## config.mk

```make
export PLATFORM = sky130hd
export DESIGN_NAME = frame_time_resolution_governor_unit_flat
export DESIGN_NICKNAME = d
export VERILOG_FILES = /design/src/rtl/ftrg_pkg.sv /design/src/rtl/ftrg_if.sv /design/src/rtl/frame_time_resolution_governor_unit.sv /design/src/rtl/ftrg_cfg.sv /design/src/rtl/ftrg_core.sv /design/src/rtl/ftrg_out_buf.sv /design/src/flat_wrapper.sv
export SDC_FILE = /design/constraint.sdc
export NUM_CORES = 1
export LEC_CHECK = 0
export BUFFER_PORTS_ARGS = -buffer_cell sky130_fd_sc_hd__buf_2
export CAP_MARGIN = 0
export CORE_ASPECT_RATIO = 0.9
export CORE_MARGIN = 5
export CORE_UTILIZATION = 45
export DETAILED_ROUTE_END_ITERATION = 16
export SLEW_MARGIN = 20
export SYNTH_ARGS = -nofsm -noshare
export SYNTH_HDL_FRONTEND = slang
export SYNTH_SLANG_ARGS = --single-unit
```

## constraint.sdc

```tcl
create_clock -name clk -period 10.25 [get_ports clk]
set_input_delay 2.05 -clock clk [delete_from_list [all_inputs] [get_ports clk]]
set_output_delay 2.05 -clock clk [all_outputs]
set_load 0.02 [all_outputs]
```

## src/rtl/ftrg_pkg.sv

```systemverilog
`timescale 1ns / 1ps
// Package for the frame time resolution governor: field widths, limits,
// reset values, band and register codes, shared structs and clamp functions.
// No dependencies.
package ftrg_pkg;

	localparam int SCALE_W    = 11;
	localparam int TIME_W     = 16;
	localparam int STEP_W     = 9;
	localparam int TARGET_W   = 10;
	localparam int BAND_W     = 8;
	localparam int UPPER_W    = 11;
	localparam int CFG_IDX_W  = 3;
	localparam int CFG_DATA_W = 11;

	localparam logic [SCALE_W-1:0]  SCALE_LO   = 11'd256;
	localparam logic [SCALE_W-1:0]  SCALE_HI   = 11'd1024;
	localparam logic [STEP_W-1:0]   STEP_LO    = 9'd13;
	localparam logic [STEP_W-1:0]   STEP_HI    = 9'd256;
	localparam logic [TARGET_W-1:0] TARGET_LO  = 10'd128;
	localparam logic [TARGET_W-1:0] TARGET_HI  = 10'd800;
	localparam logic [BAND_W-1:0]   BAND_LO    = 8'd8;
	localparam logic [BAND_W-1:0]   BAND_HI    = 8'd160;
	localparam logic [TARGET_W-1:0] FLOOR_TIME = 10'd16;

	localparam logic                GOV_ON_RST = 1'b1;
	localparam logic [SCALE_W-1:0]  MIN_RST    = 11'd384;
	localparam logic [SCALE_W-1:0]  MAX_RST    = 11'd768;
	localparam logic [STEP_W-1:0]   STEP_RST   = 9'd64;
	localparam logic [TARGET_W-1:0] TARGET_RST = 10'd266;
	localparam logic [BAND_W-1:0]   BAND_RST   = 8'd32;
	localparam logic [SCALE_W-1:0]  SCALE_RST  = 11'd768;

	localparam int DOWN_TRIGGER_DEF = 3;
	localparam int UP_TRIGGER_DEF   = 30;

	typedef enum logic [1:0] {
		BAND_OVER    = 2'd0,
		BAND_UNDER   = 2'd1,
		BAND_WITHIN  = 2'd2,
		BAND_IGNORED = 2'd3
	} band_t;

	typedef enum logic [CFG_IDX_W-1:0] {
		REG_GOVERNOR_ON = 3'd0,
		REG_MIN_SCALE   = 3'd1,
		REG_MAX_SCALE   = 3'd2,
		REG_SCALE_STEP  = 3'd3,
		REG_TARGET_TIME = 3'd4,
		REG_BAND_WIDTH  = 3'd5
	} reg_idx_t;

	// Effective settings as the item path uses them.
	typedef struct packed {
		logic                gov_on;
		logic [SCALE_W-1:0]  eff_min;
		logic [SCALE_W-1:0]  eff_max;
		logic [STEP_W-1:0]   step;
		logic [UPPER_W-1:0]  upper;
		logic [TARGET_W-1:0] lower;
	} cfg_view_t;

	// Side effects of a register write on the governor state.
	typedef struct packed {
		logic               gov_toggle;
		logic               gov_off;
		logic               rescale;
		logic [SCALE_W-1:0] eff_min_nx;
		logic [SCALE_W-1:0] eff_max_nx;
	} cfg_evt_t;

	typedef struct packed {
		logic [SCALE_W-1:0] scale;
		logic               scale_changed;
		band_t              band;
	} result_t;

	function automatic logic [SCALE_W-1:0] clamp_scale(input logic [SCALE_W-1:0] v,
		input logic [SCALE_W-1:0] lo, input logic [SCALE_W-1:0] hi);
		if (v < lo) begin
			return lo;
		end else if (v > hi) begin
			return hi;
		end
		return v;
	endfunction

	function automatic logic [STEP_W-1:0] clamp_step(input logic [STEP_W-1:0] v);
		if (v < STEP_LO) begin
			return STEP_LO;
		end else if (v > STEP_HI) begin
			return STEP_HI;
		end
		return v;
	endfunction

	function automatic logic [TARGET_W-1:0] clamp_target(input logic [TARGET_W-1:0] v);
		if (v < TARGET_LO) begin
			return TARGET_LO;
		end else if (v > TARGET_HI) begin
			return TARGET_HI;
		end
		return v;
	endfunction

	function automatic logic [BAND_W-1:0] clamp_band(input logic [BAND_W-1:0] v);
		if (v < BAND_LO) begin
			return BAND_LO;
		end else if (v > BAND_HI) begin
			return BAND_HI;
		end
		return v;
	endfunction

endpackage

```

## src/rtl/ftrg_if.sv

```systemverilog
`timescale 1ns / 1ps
// Valid/ready channel interfaces of the governor: frame input, result output
// and register write. Depends on ftrg_pkg.
interface ftrg_frame_if import ftrg_pkg::*; ();
	logic              valid;
	logic              ready;
	logic [TIME_W-1:0] frame_time;
	logic              power_save;

	modport source (output valid, output frame_time, output power_save, input ready);
	modport sink (input valid, input frame_time, input power_save, output ready);
endinterface

interface ftrg_result_if import ftrg_pkg::*; ();
	logic               valid;
	logic               ready;
	logic [SCALE_W-1:0] scale;
	logic               scale_changed;
	band_t              band;

	modport source (output valid, output scale, output scale_changed, output band, input ready);
	modport sink (input valid, input scale, input scale_changed, input band, output ready);
endinterface

interface ftrg_cfg_if import ftrg_pkg::*; ();
	logic                  valid;
	logic                  ready;
	logic [CFG_IDX_W-1:0]  index;
	logic [CFG_DATA_W-1:0] data;

	modport source (output valid, output index, output data, input ready);
	modport sink (input valid, input index, input data, output ready);
endinterface

```

## src/rtl/frame_time_resolution_governor_unit.sv

```systemverilog
`timescale 1ns / 1ps
// Top level of the frame time resolution governor: register file, state update
// and result buffer. Depends on ftrg_pkg, ftrg_if, ftrg_cfg, ftrg_core, ftrg_out_buf.
//
//   Port        Direction  Carries
//   frame_in    sink       frame_time, power_save
//   result_out  source     scale, scale_changed, band
//   cfg         sink       index, data (register write)
//
// A frame is classified and the scale updated in the cycle of its transfer; the
// result is registered in the two-entry buffer before result_out shows it, and
// one frame per cycle is sustained while it has room: frame_in.ready falls only
// when both entries hold results not yet taken. cfg is always ready.
// arst_n restores the register reset values, scale 768 and clear streaks.
module frame_time_resolution_governor_unit import ftrg_pkg::*; #(
	parameter int DOWN_TRIGGER = DOWN_TRIGGER_DEF,
	parameter int UP_TRIGGER   = UP_TRIGGER_DEF
) (
	input  logic          clk,
	input  logic          arst_n,
	ftrg_frame_if.sink    frame_in,
	ftrg_result_if.source result_out,
	ftrg_cfg_if.sink      cfg
);

	cfg_view_t view;
	cfg_evt_t  evt;
	result_t   res;
	logic      take;
	logic      buf_ready;

	assign frame_in.ready = buf_ready;
	assign take           = frame_in.valid && buf_ready;

	ftrg_cfg u_cfg (
		.clk    (clk),
		.arst_n (arst_n),
		.cfg    (cfg),
		.view   (view),
		.evt    (evt)
	);

	ftrg_core #(
		.DOWN_TRIGGER (DOWN_TRIGGER),
		.UP_TRIGGER   (UP_TRIGGER)
	) u_core (
		.clk        (clk),
		.arst_n     (arst_n),
		.view       (view),
		.evt        (evt),
		.take       (take),
		.frame_time (frame_in.frame_time),
		.power_save (frame_in.power_save),
		.res        (res)
	);

	ftrg_out_buf u_out_buf (
		.clk        (clk),
		.arst_n     (arst_n),
		.push       (take),
		.push_data  (res),
		.push_ready (buf_ready),
		.out        (result_out)
	);

endmodule

```

## src/rtl/ftrg_cfg.sv

```systemverilog
`timescale 1ns / 1ps
// Register file of the governor with the derived effective settings and the
// write side effects on scale and streaks. Depends on ftrg_pkg and ftrg_if.
module ftrg_cfg import ftrg_pkg::*; (
	input  logic       clk,
	input  logic       arst_n,
	ftrg_cfg_if.sink   cfg,
	output cfg_view_t  view,
	output cfg_evt_t   evt
);

	typedef struct packed {
		logic                gov_on;
		logic [SCALE_W-1:0]  min_scale;
		logic [SCALE_W-1:0]  max_scale;
		logic [STEP_W-1:0]   step;
		logic [TARGET_W-1:0] target;
		logic [BAND_W-1:0]   band;
	} raw_t;

	function automatic cfg_view_t make_view(input raw_t r);
		cfg_view_t             v;
		logic [TARGET_W-1:0]   tgt;
		logic [BAND_W-1:0]     hys;
		v.gov_on  = r.gov_on;
		v.eff_min = clamp_scale(r.min_scale, SCALE_LO, SCALE_HI);
		v.eff_max = clamp_scale(r.max_scale, v.eff_min, SCALE_HI);
		v.step    = clamp_step(r.step);
		tgt       = clamp_target(r.target);
		hys       = clamp_band(r.band);
		v.upper   = {1'b0, tgt} + {{(UPPER_W-BAND_W){1'b0}}, hys};
		if ({1'b0, tgt} < ({{(UPPER_W-BAND_W){1'b0}}, hys} + {1'b0, FLOOR_TIME})) begin
			v.lower = FLOOR_TIME;
		end else begin
			v.lower = tgt - {{(TARGET_W-BAND_W){1'b0}}, hys};
		end
		return v;
	endfunction

	raw_t      raw_q;
	raw_t      raw_nx;
	cfg_view_t view_nx;
	logic      wr;

	assign cfg.ready = 1'b1;
	assign wr        = cfg.valid && cfg.ready;

	always_comb begin
		raw_nx = raw_q;
		if (wr) begin
			case (cfg.index)
				REG_GOVERNOR_ON: raw_nx.gov_on    = cfg.data[0];
				REG_MIN_SCALE:   raw_nx.min_scale = cfg.data[SCALE_W-1:0];
				REG_MAX_SCALE:   raw_nx.max_scale = cfg.data[SCALE_W-1:0];
				REG_SCALE_STEP:  raw_nx.step      = cfg.data[STEP_W-1:0];
				REG_TARGET_TIME: raw_nx.target    = cfg.data[TARGET_W-1:0];
				REG_BAND_WIDTH:  raw_nx.band      = cfg.data[BAND_W-1:0];
				default: ;
			endcase
		end
		view_nx = make_view(raw_nx);
	end

	always_ff @(posedge clk or negedge arst_n) begin
		if (!arst_n) begin
			raw_q.gov_on    <= GOV_ON_RST;
			raw_q.min_scale <= MIN_RST;
			raw_q.max_scale <= MAX_RST;
			raw_q.step      <= STEP_RST;
			raw_q.target    <= TARGET_RST;
			raw_q.band      <= BAND_RST;
		end else begin
			raw_q <= raw_nx;
		end
	end

	assign view           = make_view(raw_q);
	assign evt.gov_toggle = raw_nx.gov_on != raw_q.gov_on;
	assign evt.gov_off    = (raw_nx.gov_on != raw_q.gov_on) && !raw_nx.gov_on;
	assign evt.rescale    = wr && ((cfg.index == REG_MIN_SCALE) || (cfg.index == REG_MAX_SCALE));
	assign evt.eff_min_nx = view_nx.eff_min;
	assign evt.eff_max_nx = view_nx.eff_max;

endmodule

```

## src/rtl/ftrg_core.sv

```systemverilog
`timescale 1ns / 1ps
// Governor state (scale and the two streak counters) and the combinational
// classification and scale update for one frame. Depends on ftrg_pkg.
module ftrg_core import ftrg_pkg::*; #(
	parameter int DOWN_TRIGGER = DOWN_TRIGGER_DEF,
	parameter int UP_TRIGGER   = UP_TRIGGER_DEF
) (
	input  logic              clk,
	input  logic              arst_n,
	input  cfg_view_t         view,
	input  cfg_evt_t          evt,
	input  logic              take,
	input  logic [TIME_W-1:0] frame_time,
	input  logic              power_save,
	output result_t           res
);

	localparam int OVER_W  = $clog2(DOWN_TRIGGER + 1);
	localparam int UNDER_W = $clog2(UP_TRIGGER + 1);
	localparam logic [OVER_W:0]  DOWN_LIM = (OVER_W+1)'(DOWN_TRIGGER);
	localparam logic [UNDER_W:0] UP_LIM   = (UNDER_W+1)'(UP_TRIGGER);

	logic [SCALE_W-1:0] scale_q;
	logic [OVER_W-1:0]  over_q;
	logic [UNDER_W-1:0] under_q;

	logic [SCALE_W-1:0] scale_nx;
	logic [OVER_W-1:0]  over_nx;
	logic [UNDER_W-1:0] under_nx;
	logic [OVER_W:0]    over_inc;
	logic [UNDER_W:0]   under_inc;
	logic [SCALE_W:0]   scale_dn;
	logic [SCALE_W:0]   scale_up;
	logic               ignored;
	band_t              band;

	function automatic logic [SCALE_W-1:0] clamp_wide(input logic [SCALE_W:0] v,
		input logic [SCALE_W-1:0] lo, input logic [SCALE_W-1:0] hi);
		if (v < {1'b0, lo}) begin
			return lo;
		end else if (v > {1'b0, hi}) begin
			return hi;
		end
		return v[SCALE_W-1:0];
	endfunction

	always_comb begin
		ignored   = !view.gov_on || power_save || (frame_time == '0);
		over_inc  = {1'b0, over_q} + 1'b1;
		under_inc = {1'b0, under_q} + 1'b1;
		scale_dn  = {1'b0, scale_q} - {{(SCALE_W+1-STEP_W){1'b0}}, view.step};
		scale_up  = {1'b0, scale_q} + {{(SCALE_W+1-STEP_W){1'b0}}, view.step};
		scale_nx  = scale_q;
		over_nx   = over_q;
		under_nx  = under_q;
		band      = BAND_IGNORED;
		if (power_save) begin
			over_nx  = '0;
			under_nx = '0;
		end
		if (!ignored) begin
			if (frame_time > {{(TIME_W-UPPER_W){1'b0}}, view.upper}) begin
				band     = BAND_OVER;
				under_nx = '0;
				if (over_inc >= DOWN_LIM) begin
					over_nx  = '0;
					scale_nx = clamp_wide(scale_dn, view.eff_min, view.eff_max);
				end else begin
					over_nx = over_inc[OVER_W-1:0];
				end
			end else if (frame_time < {{(TIME_W-TARGET_W){1'b0}}, view.lower}) begin
				band    = BAND_UNDER;
				over_nx = '0;
				if (under_inc >= UP_LIM) begin
					under_nx = '0;
					scale_nx = clamp_wide(scale_up, view.eff_min, view.eff_max);
				end else begin
					under_nx = under_inc[UNDER_W-1:0];
				end
			end else begin
				band     = BAND_WITHIN;
				over_nx  = '0;
				under_nx = '0;
			end
		end
	end

	assign res.scale         = scale_nx;
	assign res.scale_changed = scale_nx != scale_q;
	assign res.band          = band;

	always_ff @(posedge clk or negedge arst_n) begin
		if (!arst_n) begin
			scale_q <= SCALE_RST;
			over_q  <= '0;
			under_q <= '0;
		end else if (take) begin
			scale_q <= scale_nx;
			over_q  <= over_nx;
			under_q <= under_nx;
		end else begin
			if (evt.gov_toggle) begin
				over_q  <= '0;
				under_q <= '0;
			end
			if (evt.gov_off) begin
				scale_q <= evt.eff_max_nx;
			end else if (evt.rescale) begin
				scale_q <= clamp_scale(scale_q, evt.eff_min_nx, evt.eff_max_nx);
			end
		end
	end

endmodule

```

## src/rtl/ftrg_out_buf.sv

```systemverilog
`timescale 1ns / 1ps
// Two-entry result buffer: an output register plus a skid register, so a new
// frame is taken while a result waits. Depends on ftrg_pkg and ftrg_if.
module ftrg_out_buf import ftrg_pkg::*; (
	input  logic          clk,
	input  logic          arst_n,
	input  logic          push,
	input  result_t       push_data,
	output logic          push_ready,
	ftrg_result_if.source out
);

	result_t    head_q;
	result_t    tail_q;
	logic [1:0] cnt_q;
	logic       pop;

	assign pop               = out.valid && out.ready;
	assign push_ready        = cnt_q != 2'd2;
	assign out.valid         = cnt_q != 2'd0;
	assign out.scale         = head_q.scale;
	assign out.scale_changed = head_q.scale_changed;
	assign out.band          = head_q.band;

	always_ff @(posedge clk or negedge arst_n) begin
		if (!arst_n) begin
			cnt_q <= 2'd0;
		end else begin
			cnt_q <= cnt_q + {1'b0, push} - {1'b0, pop};
		end
	end

	always_ff @(posedge clk) begin
		if (pop) begin
			if (cnt_q == 2'd2) begin
				head_q <= tail_q;
			end else if (push) begin
				head_q <= push_data;
			end
		end else if (push) begin
			if (cnt_q == 2'd0) begin
				head_q <= push_data;
			end else begin
				tail_q <= push_data;
			end
		end
	end

endmodule

```

## src/flat_wrapper.sv

```systemverilog
// flat-port wrapper written by rule: the top's interface ports become plain ports
module frame_time_resolution_governor_unit_flat import ftrg_pkg::*;
#(
	parameter int DOWN_TRIGGER = DOWN_TRIGGER_DEF,
	parameter int UP_TRIGGER   = UP_TRIGGER_DEF
)
  (clk, arst_n, frame_in_valid, frame_in_frame_time, frame_in_power_save, frame_in_ready, result_out_valid, result_out_scale, result_out_scale_changed, result_out_band, result_out_ready, cfg_valid, cfg_index, cfg_data, cfg_ready);
  ftrg_frame_if frame_in_i ();
  ftrg_result_if result_out_i ();
  ftrg_cfg_if cfg_i ();
  input  logic clk;
  input  logic arst_n;
  input wire logic [$bits(frame_in_i.valid)-1:0] frame_in_valid;
  input wire logic [$bits(frame_in_i.frame_time)-1:0] frame_in_frame_time;
  input wire logic [$bits(frame_in_i.power_save)-1:0] frame_in_power_save;
  output wire logic [$bits(frame_in_i.ready)-1:0] frame_in_ready;
  output wire logic [$bits(result_out_i.valid)-1:0] result_out_valid;
  output wire logic [$bits(result_out_i.scale)-1:0] result_out_scale;
  output wire logic [$bits(result_out_i.scale_changed)-1:0] result_out_scale_changed;
  output wire logic [$bits(result_out_i.band)-1:0] result_out_band;
  input wire logic [$bits(result_out_i.ready)-1:0] result_out_ready;
  input wire logic [$bits(cfg_i.valid)-1:0] cfg_valid;
  input wire logic [$bits(cfg_i.index)-1:0] cfg_index;
  input wire logic [$bits(cfg_i.data)-1:0] cfg_data;
  output wire logic [$bits(cfg_i.ready)-1:0] cfg_ready;
  assign frame_in_i.valid = frame_in_valid;
  assign frame_in_i.frame_time = frame_in_frame_time;
  assign frame_in_i.power_save = frame_in_power_save;
  assign frame_in_ready = frame_in_i.ready;
  assign result_out_valid = result_out_i.valid;
  assign result_out_scale = result_out_i.scale;
  assign result_out_scale_changed = result_out_i.scale_changed;
  assign result_out_band = result_out_i.band;
  assign result_out_i.ready = result_out_ready;
  assign cfg_i.valid = cfg_valid;
  assign cfg_i.index = cfg_index;
  assign cfg_i.data = cfg_data;
  assign cfg_ready = cfg_i.ready;
  frame_time_resolution_governor_unit #(.DOWN_TRIGGER(DOWN_TRIGGER), .UP_TRIGGER(UP_TRIGGER)) u_core (.clk(clk), .arst_n(arst_n), .frame_in(frame_in_i), .result_out(result_out_i), .cfg(cfg_i));
endmodule
```

## Word-level counts from Yosys, hierarchy flattened

Cells that the tools add are included.
W data, S select, Z words.

- Muxes and demuxes: 97
- Multiply operators: 0
- Reduce and logical (&&, ||, !) cells: 26
- Equality and inequality tests: 10
- $add $sub $neg: 9
- Shifts and indexed selects: 0
- Div/mod/pow operators: 0
- Bitwise gates (word level): 2
- Order comparisons: 25

Operators by type and width:

| cell | number |
|---|---|
| $mux W11 | 31 |
| $mux W14 | 5 |
| $mux W10 | 5 |
| $mux W50 | 1 |
| $gt A11 B11 Y1 const B | 4 |
| $mux W9 | 4 |
| $mux W5 | 7 |
| $lt A11 B11 Y1 | 3 |
| $mux W8 | 4 |
| $mux W1 | 31 |
| $gt A12 B11 Y1 | 2 |
| $lt A12 B11 Y1 | 2 |
| $lt A11 B9 Y1 const B | 2 |
| $mux W2 | 9 |
| $gt A16 B11 Y1 | 1 |
| $logic_not A16 Y1 | 1 |
| $lt A16 B10 Y1 | 1 |
| $add A11 B9 Y12 | 1 |
| $sub A11 B9 Y12 | 1 |
| $add A10 B8 Y11 | 1 |
| $gt A11 B11 Y1 | 1 |
| $ne A11 B11 Y1 | 1 |
| $gt A10 B10 Y1 const B | 1 |
| $lt A10 B8 Y1 const B | 1 |
| 30 further kinds | 49 |

- Latch bits: 0
- Bits in read-only memories: 0
- Memories: 0
- Memory bits (writable): 0
- Output and inout bits: 17
- Word-level logic and storage cells: 185
- Flip-flop bits (word level): 98
- Input bits: 36

## Depth between registers and ports, before layout

- Depth in word-level cells: 23
- Mapped depth: 34
- Gate-level depth less buffers: 31

## Cells and area by module

A second synthesis with hierarchy kept.

- Cell total of the unflattened synthesis: 1286
- Area total of the unflattened synthesis: 10970.5 µm²

By module, submodules not included:

| module | instances | area an instance (µm²) | cells an instance | seq. area each (µm²) |
|---|---|---|---|---|
| ftrg_core | 1 | 5429.0 | 736 | 452.9 |
| ftrg_cfg | 1 | 4350.4 | 491 | 1263.7 |
| ftrg_out_buf | 1 | 1184.9 | 58 | 890.9 |
| frame_time_resolution_governor_unit | 1 | 6.3 | 1 | 0.0 |

## Least setup slack after synthesis

Ideal clock, no wire load.

- Path type: input-to-reg
- Start point: in cfg_index[1]
- End point: reg u_core.u_core.scale_q[3]
- Data arrival time: 7.807 ns
- Buffers on the path: 3
- Stages on the path: 33
- Library setup time: 0.140 ns
- Path slack: 2.303 ns
- Required time: 10.110 ns
- Cell sequence: nor4bb_1 > buf_2 > mux2_2 > o21ai_1 > nor2_1 > inv_1 > ha_1 > a21o_1 > a21o_1 > a21o_1 > a21oi_1 > nor2b_1 > o21ai_0 > nand2b_1 > a21oi_1 > o31ai_1 > clkbuf_1 > mux2i_1 > ha_1 > nor2b_1 > o21a_1 > o21a_1 > o21a_1 > o21a_1 > o21a_1 > o21ai_0 > a21oi_1 > o31ai_1 > a21oi_1 > or2_2 > clkbuf_1 > mux2i_1 > mux2i_1

RTL lines:

| element | RTL line | RTL |
|---|---|---|
| start, declared | flat_wrapper.sv:23 | `input wire logic [$bits(cfg_i.index)-1:0] cfg_index;` |
| end signal, assigned | ftrg_core.sv:98 | `scale_q <= scale_nx;` |
| end signal, assigned | ftrg_core.sv:107 | `scale_q <= evt.eff_max_nx;` |
| end signal, assigned | ftrg_core.sv:109 | `scale_q <= clamp_scale(scale_q, evt.eff_min_nx, evt.eff_max_nx);` |
| end, declared | ftrg_core.sv:23 | `logic [SCALE_W-1:0] scale_q;` |

==> impl_metrics.ini <==
[cts]
holdBufCountCts = 0
clock_latency_ns = 0.36
cts_tree = yes
cts_root_buffer = clkbuf_16
clock-sinks = 98
cts_made_buffers = 9
cts_resized = 0
cts_setup_buffers = 0
cts.clk_slew.worst_paths_ns = 0.08
htreeDepth = 3
cts_buffer_depth = 2

[worst_setup_path]
crit_required_ns = 10.45
slowest_delay_ns = 0.46
path_max_fanout = 19
cp.arrival_ns = 8.37
cp-start-kind = primary input
crit_type = primary input to flip-flop
endpoint_kind = flip-flop
cp_slowest_cell = o21ai_1
cpMostUsedCell = o21a_1

[die]
die_w_um = 175
die_height_um = 158
fp-row-count = 54
start_util = 0.455
dieArea_sq_mm = 0.0277
io_pins = 53
coreArea_sq_mm = 0.0242

[sta]
fin_worst_skew_ns = 0.0128
slew_headroom = 0.261
fmaxAchievable_mhz = 122
fin_tns_setup_ns = 0
finalCriticalPeriod_ns = 8.17
rsz0062_at_grt = false
finalSetupViolCount = 0
tightest_slew_ns = 1.11
finalCritPeriodShare = 0.797
hold_viol = 0
maxSlewViolCount = 0

[synthesis]
yosysSeqAreaShare = 0.237
synth_async_sr_flop_share = 0.714
ys_warn_count = 0
synthCells = 1314
synth-edff-count = 28
synth_cell_types = 89
syn_area_sq_mm = 0.0110
synth-seq-cells = 98
ys.flop_type = dfrtp_1
syn_avg_cell_area_sq_um = 8.37

[finish]
areaGrowthSynthToFinish_pct = 8.24
fin_nets = 1527
antenna_cells = 0
num-fill-cells = 2367
drive_above_1_share = 0.134
instances_no_fill = 1656

[grt]
grt_pass1_vias = 9643
gr-total-overflow = 0
antenna_found_initial = 0
grt_usage = 0.258
grt_max_degree = 71
grt_pass1_wl_um = 55800

[routing]
final_antenna_net_count = 0
drt_first_iter_violations = 1047
post_drt_wl_per_cell_um = 21.8
vias = 10300
dr.pass1.iters = 8
viasPerCell = 6.22
route.detailed.drc = 0
routed_wl_um = 36000

[placement]
port_buffers = 51
gp_congestion = 1.00
placedCellCount = 1640
hpwl_um = 28600

[power]
ir_worst_vdd_mv = 0.179
power_density_mw_per_mm2 = 352
power.leakage_nw = 5.17
total_power_mw = 4.19

[hold_path]
worstHoldPathType = flip-flop to flip-flop

[run_status]
status = finished, final reports clean

[job]
drv_cap = 0
## metrics by stage
stage / util / cell area [sq um] / hold WS (ns) / setup slack [ns]
finish: 0.492 / 11900 / 0.496 / 2.08
detailed placement: 0.479 / 11600 / 0.484 / 1.76
global route: 0.492 / 11900 / 0.512 / 1.54
CTS: 0.492 / 11900 / 0.500 / 2.12
global placement: 0.479 / 11600 / 0.473 / 1.89
floorplan: - / 11000 / 0.456 / 2.30
## sequential cells by signal (all words and copies together), names as in the netlist
signal	count
u_core.u_out_buf.out.scale	11
u_core.u_out_buf.cnt_q	2
u_core.u_cfg.view	1
u_core.u_core.scale_q	11
u_core.u_out_buf.out.scale_changed	1
u_core.u_out_buf.out.band	2
u_core.u_core.under_q	5
u_core.u_out_buf.tail_q	14
u_core.u_cfg.raw_q	49
u_core.u_core.over_q	2
## layout make-up
type	instances	area, sq um	area share
flip-flops and latches	98	2610	0.219
inverters	97	364	0.0306
clock inverters	7	72.6	0.00610
multi-input cells	1073	7890	0.663
well taps	308	385	0.0324
repair buffers	64	353	0.0296
clock buffers	9	225	0.0189
## layout by cell type, fill, tap and decap left out, types with 6 or more instances in the layout
master and n:
ha_1 144, nand2_1 99, nor2_1 99, inv_1 97
a21oi_1 87, o21ai_0 71, mux2_2 61, dfrtp_1 58
buf_2 51, nor3_1 43, nand3_1 43, mux2i_1 38
edfxtp_1 28, a21o_1 27, nor2b_1 27, xnor2_1 27
nand4_1 18, nand2b_1 18, a31oi_1 18, nor4_1 16
and2_1 14, a211oi_1 14, buf_4 13, o21a_1 12
dfstp_2 12, o211ai_1 11, or3_1 10, or4_1 9
clkbuf_16 9, or2_2 8, o21bai_1 7, a221oi_1 6
a22oi_1 6, o31ai_1 6, nor3b_1 6, a211o_1 6
## cell families (layout without fill, tap and decap cells)
group	count (synthesis)	after routing	synth area share
AND/OR/NAND/NOR	446	446	0.208
multiplexers	99	99	0.0971
AO/OA/AOI/OAI	344	344	0.209
adder cells (fa/ha/maj)	150	150	0.173
XOR/XNOR	32	32	0.0255
buffers and inverters	144	177	0.0497
flip-flops	98	98	0.237
other	1	2	0.000341
## worst max-delay path, delay by kind of cell
kind | cells | cell delay [ns]
AO/OA/AOI/OAI | 17 | 2.98
AND/OR/NAND/NOR | 6 | 1.15
multiplexers | 4 | 0.87
buffers and inverters | 4 | 0.75
adder cells (fa/ha/maj) | 2 | 0.56
## synthesized netlist by cell type, types with 5 or more instances
library cell | count | area [sq um]
a211o_1 | 6 | 52.6
ha_1 | 144 | 1800
xor2_1 | 5 | 43.8
nand2b_1 | 18 | 113
a22oi_1 | 6 | 45.0
inv_1 | 97 | 364
o21a_1 | 12 | 90.1
o31ai_1 | 7 | 52.6
o311a_1 | 5 | 50.1
a32oi_1 | 5 | 43.8
buf_1 | 5 | 18.8
nor3_1 | 44 | 220
dfstp_2 | 12 | 315
xnor2_1 | 27 | 236
a211oi_1 | 15 | 113
nor2b_1 | 27 | 169
and3_1 | 5 | 31.3
or4_1 | 9 | 67.6
o21bai_1 | 7 | 52.6
a31oi_1 | 18 | 113
a21o_1 | 27 | 203
clkbuf_1 | 39 | 146
nor2_1 | 99 | 372
and2_1 | 14 | 87.6
a21oi_1 | 87 | 435
mux2i_1 | 38 | 380
edfxtp_1 | 28 | 841
or3_1 | 10 | 62.6
dfrtp_1 | 58 | 1450
o21ai_0 | 72 | 360
nand3_1 | 43 | 215
nor4_1 | 16 | 100
mux2_2 | 61 | 687
nand3b_1 | 5 | 37.5
o2111ai_1 | 5 | 43.8
or2_2 | 8 | 50.1
a221oi_1 | 6 | 52.6
o211ai_1 | 11 | 82.6
nor3b_1 | 7 | 52.6
nand2_1 | 99 | 372
nand4_1 | 18 | 113
## where the power goes
group	internal, mW	switching, mW	leakage (nW)	total [mW]
clock network	0.173	0.171	0.148	0.344
logic	1.18	1.96	3.92	3.14
registers	0.533	0.171	1.10	0.704
total	1.88	2.31	5.17	4.19
## metal layers
metal / track usage / vias up / wire (um) / part of all wire
li1: - / 4945 / - / -
met1: 0.379 / 4844 / 16700 / 0.46
met2: 0.383 / 438 / 14800 / 0.41
met3: 0.0556 / 73 / 3470 / 0.096
met4: 0.0782 / 0 / 1030 / 0.029
met5: 0 / - / 0 / 0
## final timing paths
kind	start	cells after the start	slack (ns)	end
setup / recovery	cfg_index[0]	33	2.08	u_core.u_core.scale_q[5]$_DFFE_PN0P_
max in group asynchronous	arst_n	2	7.74	u_core.u_core.scale_q[5]$_DFFE_PN0P_
hold / removal	u_core.u_core.over_q[0]$_DFFE_PN0P_	1	0.50	u_core.u_core.over_q[0]$_DFFE_PN0P_
min in group asynchronous	arst_n	2	1.90	u_core.u_cfg.raw_q[12]$_DFFE_PN0P_
hold reg to reg	u_core.u_core.over_q[0]$_DFFE_PN0P_	1	0.50	u_core.u_core.over_q[0]$_DFFE_PN0P_
setup reg to reg	u_core.u_cfg.raw_q[46]$_DFF_PN1_	22	2.43	u_core.u_out_buf.out.scale_changed$_DFFE_PP_
(Power assumes the default switching activity.)
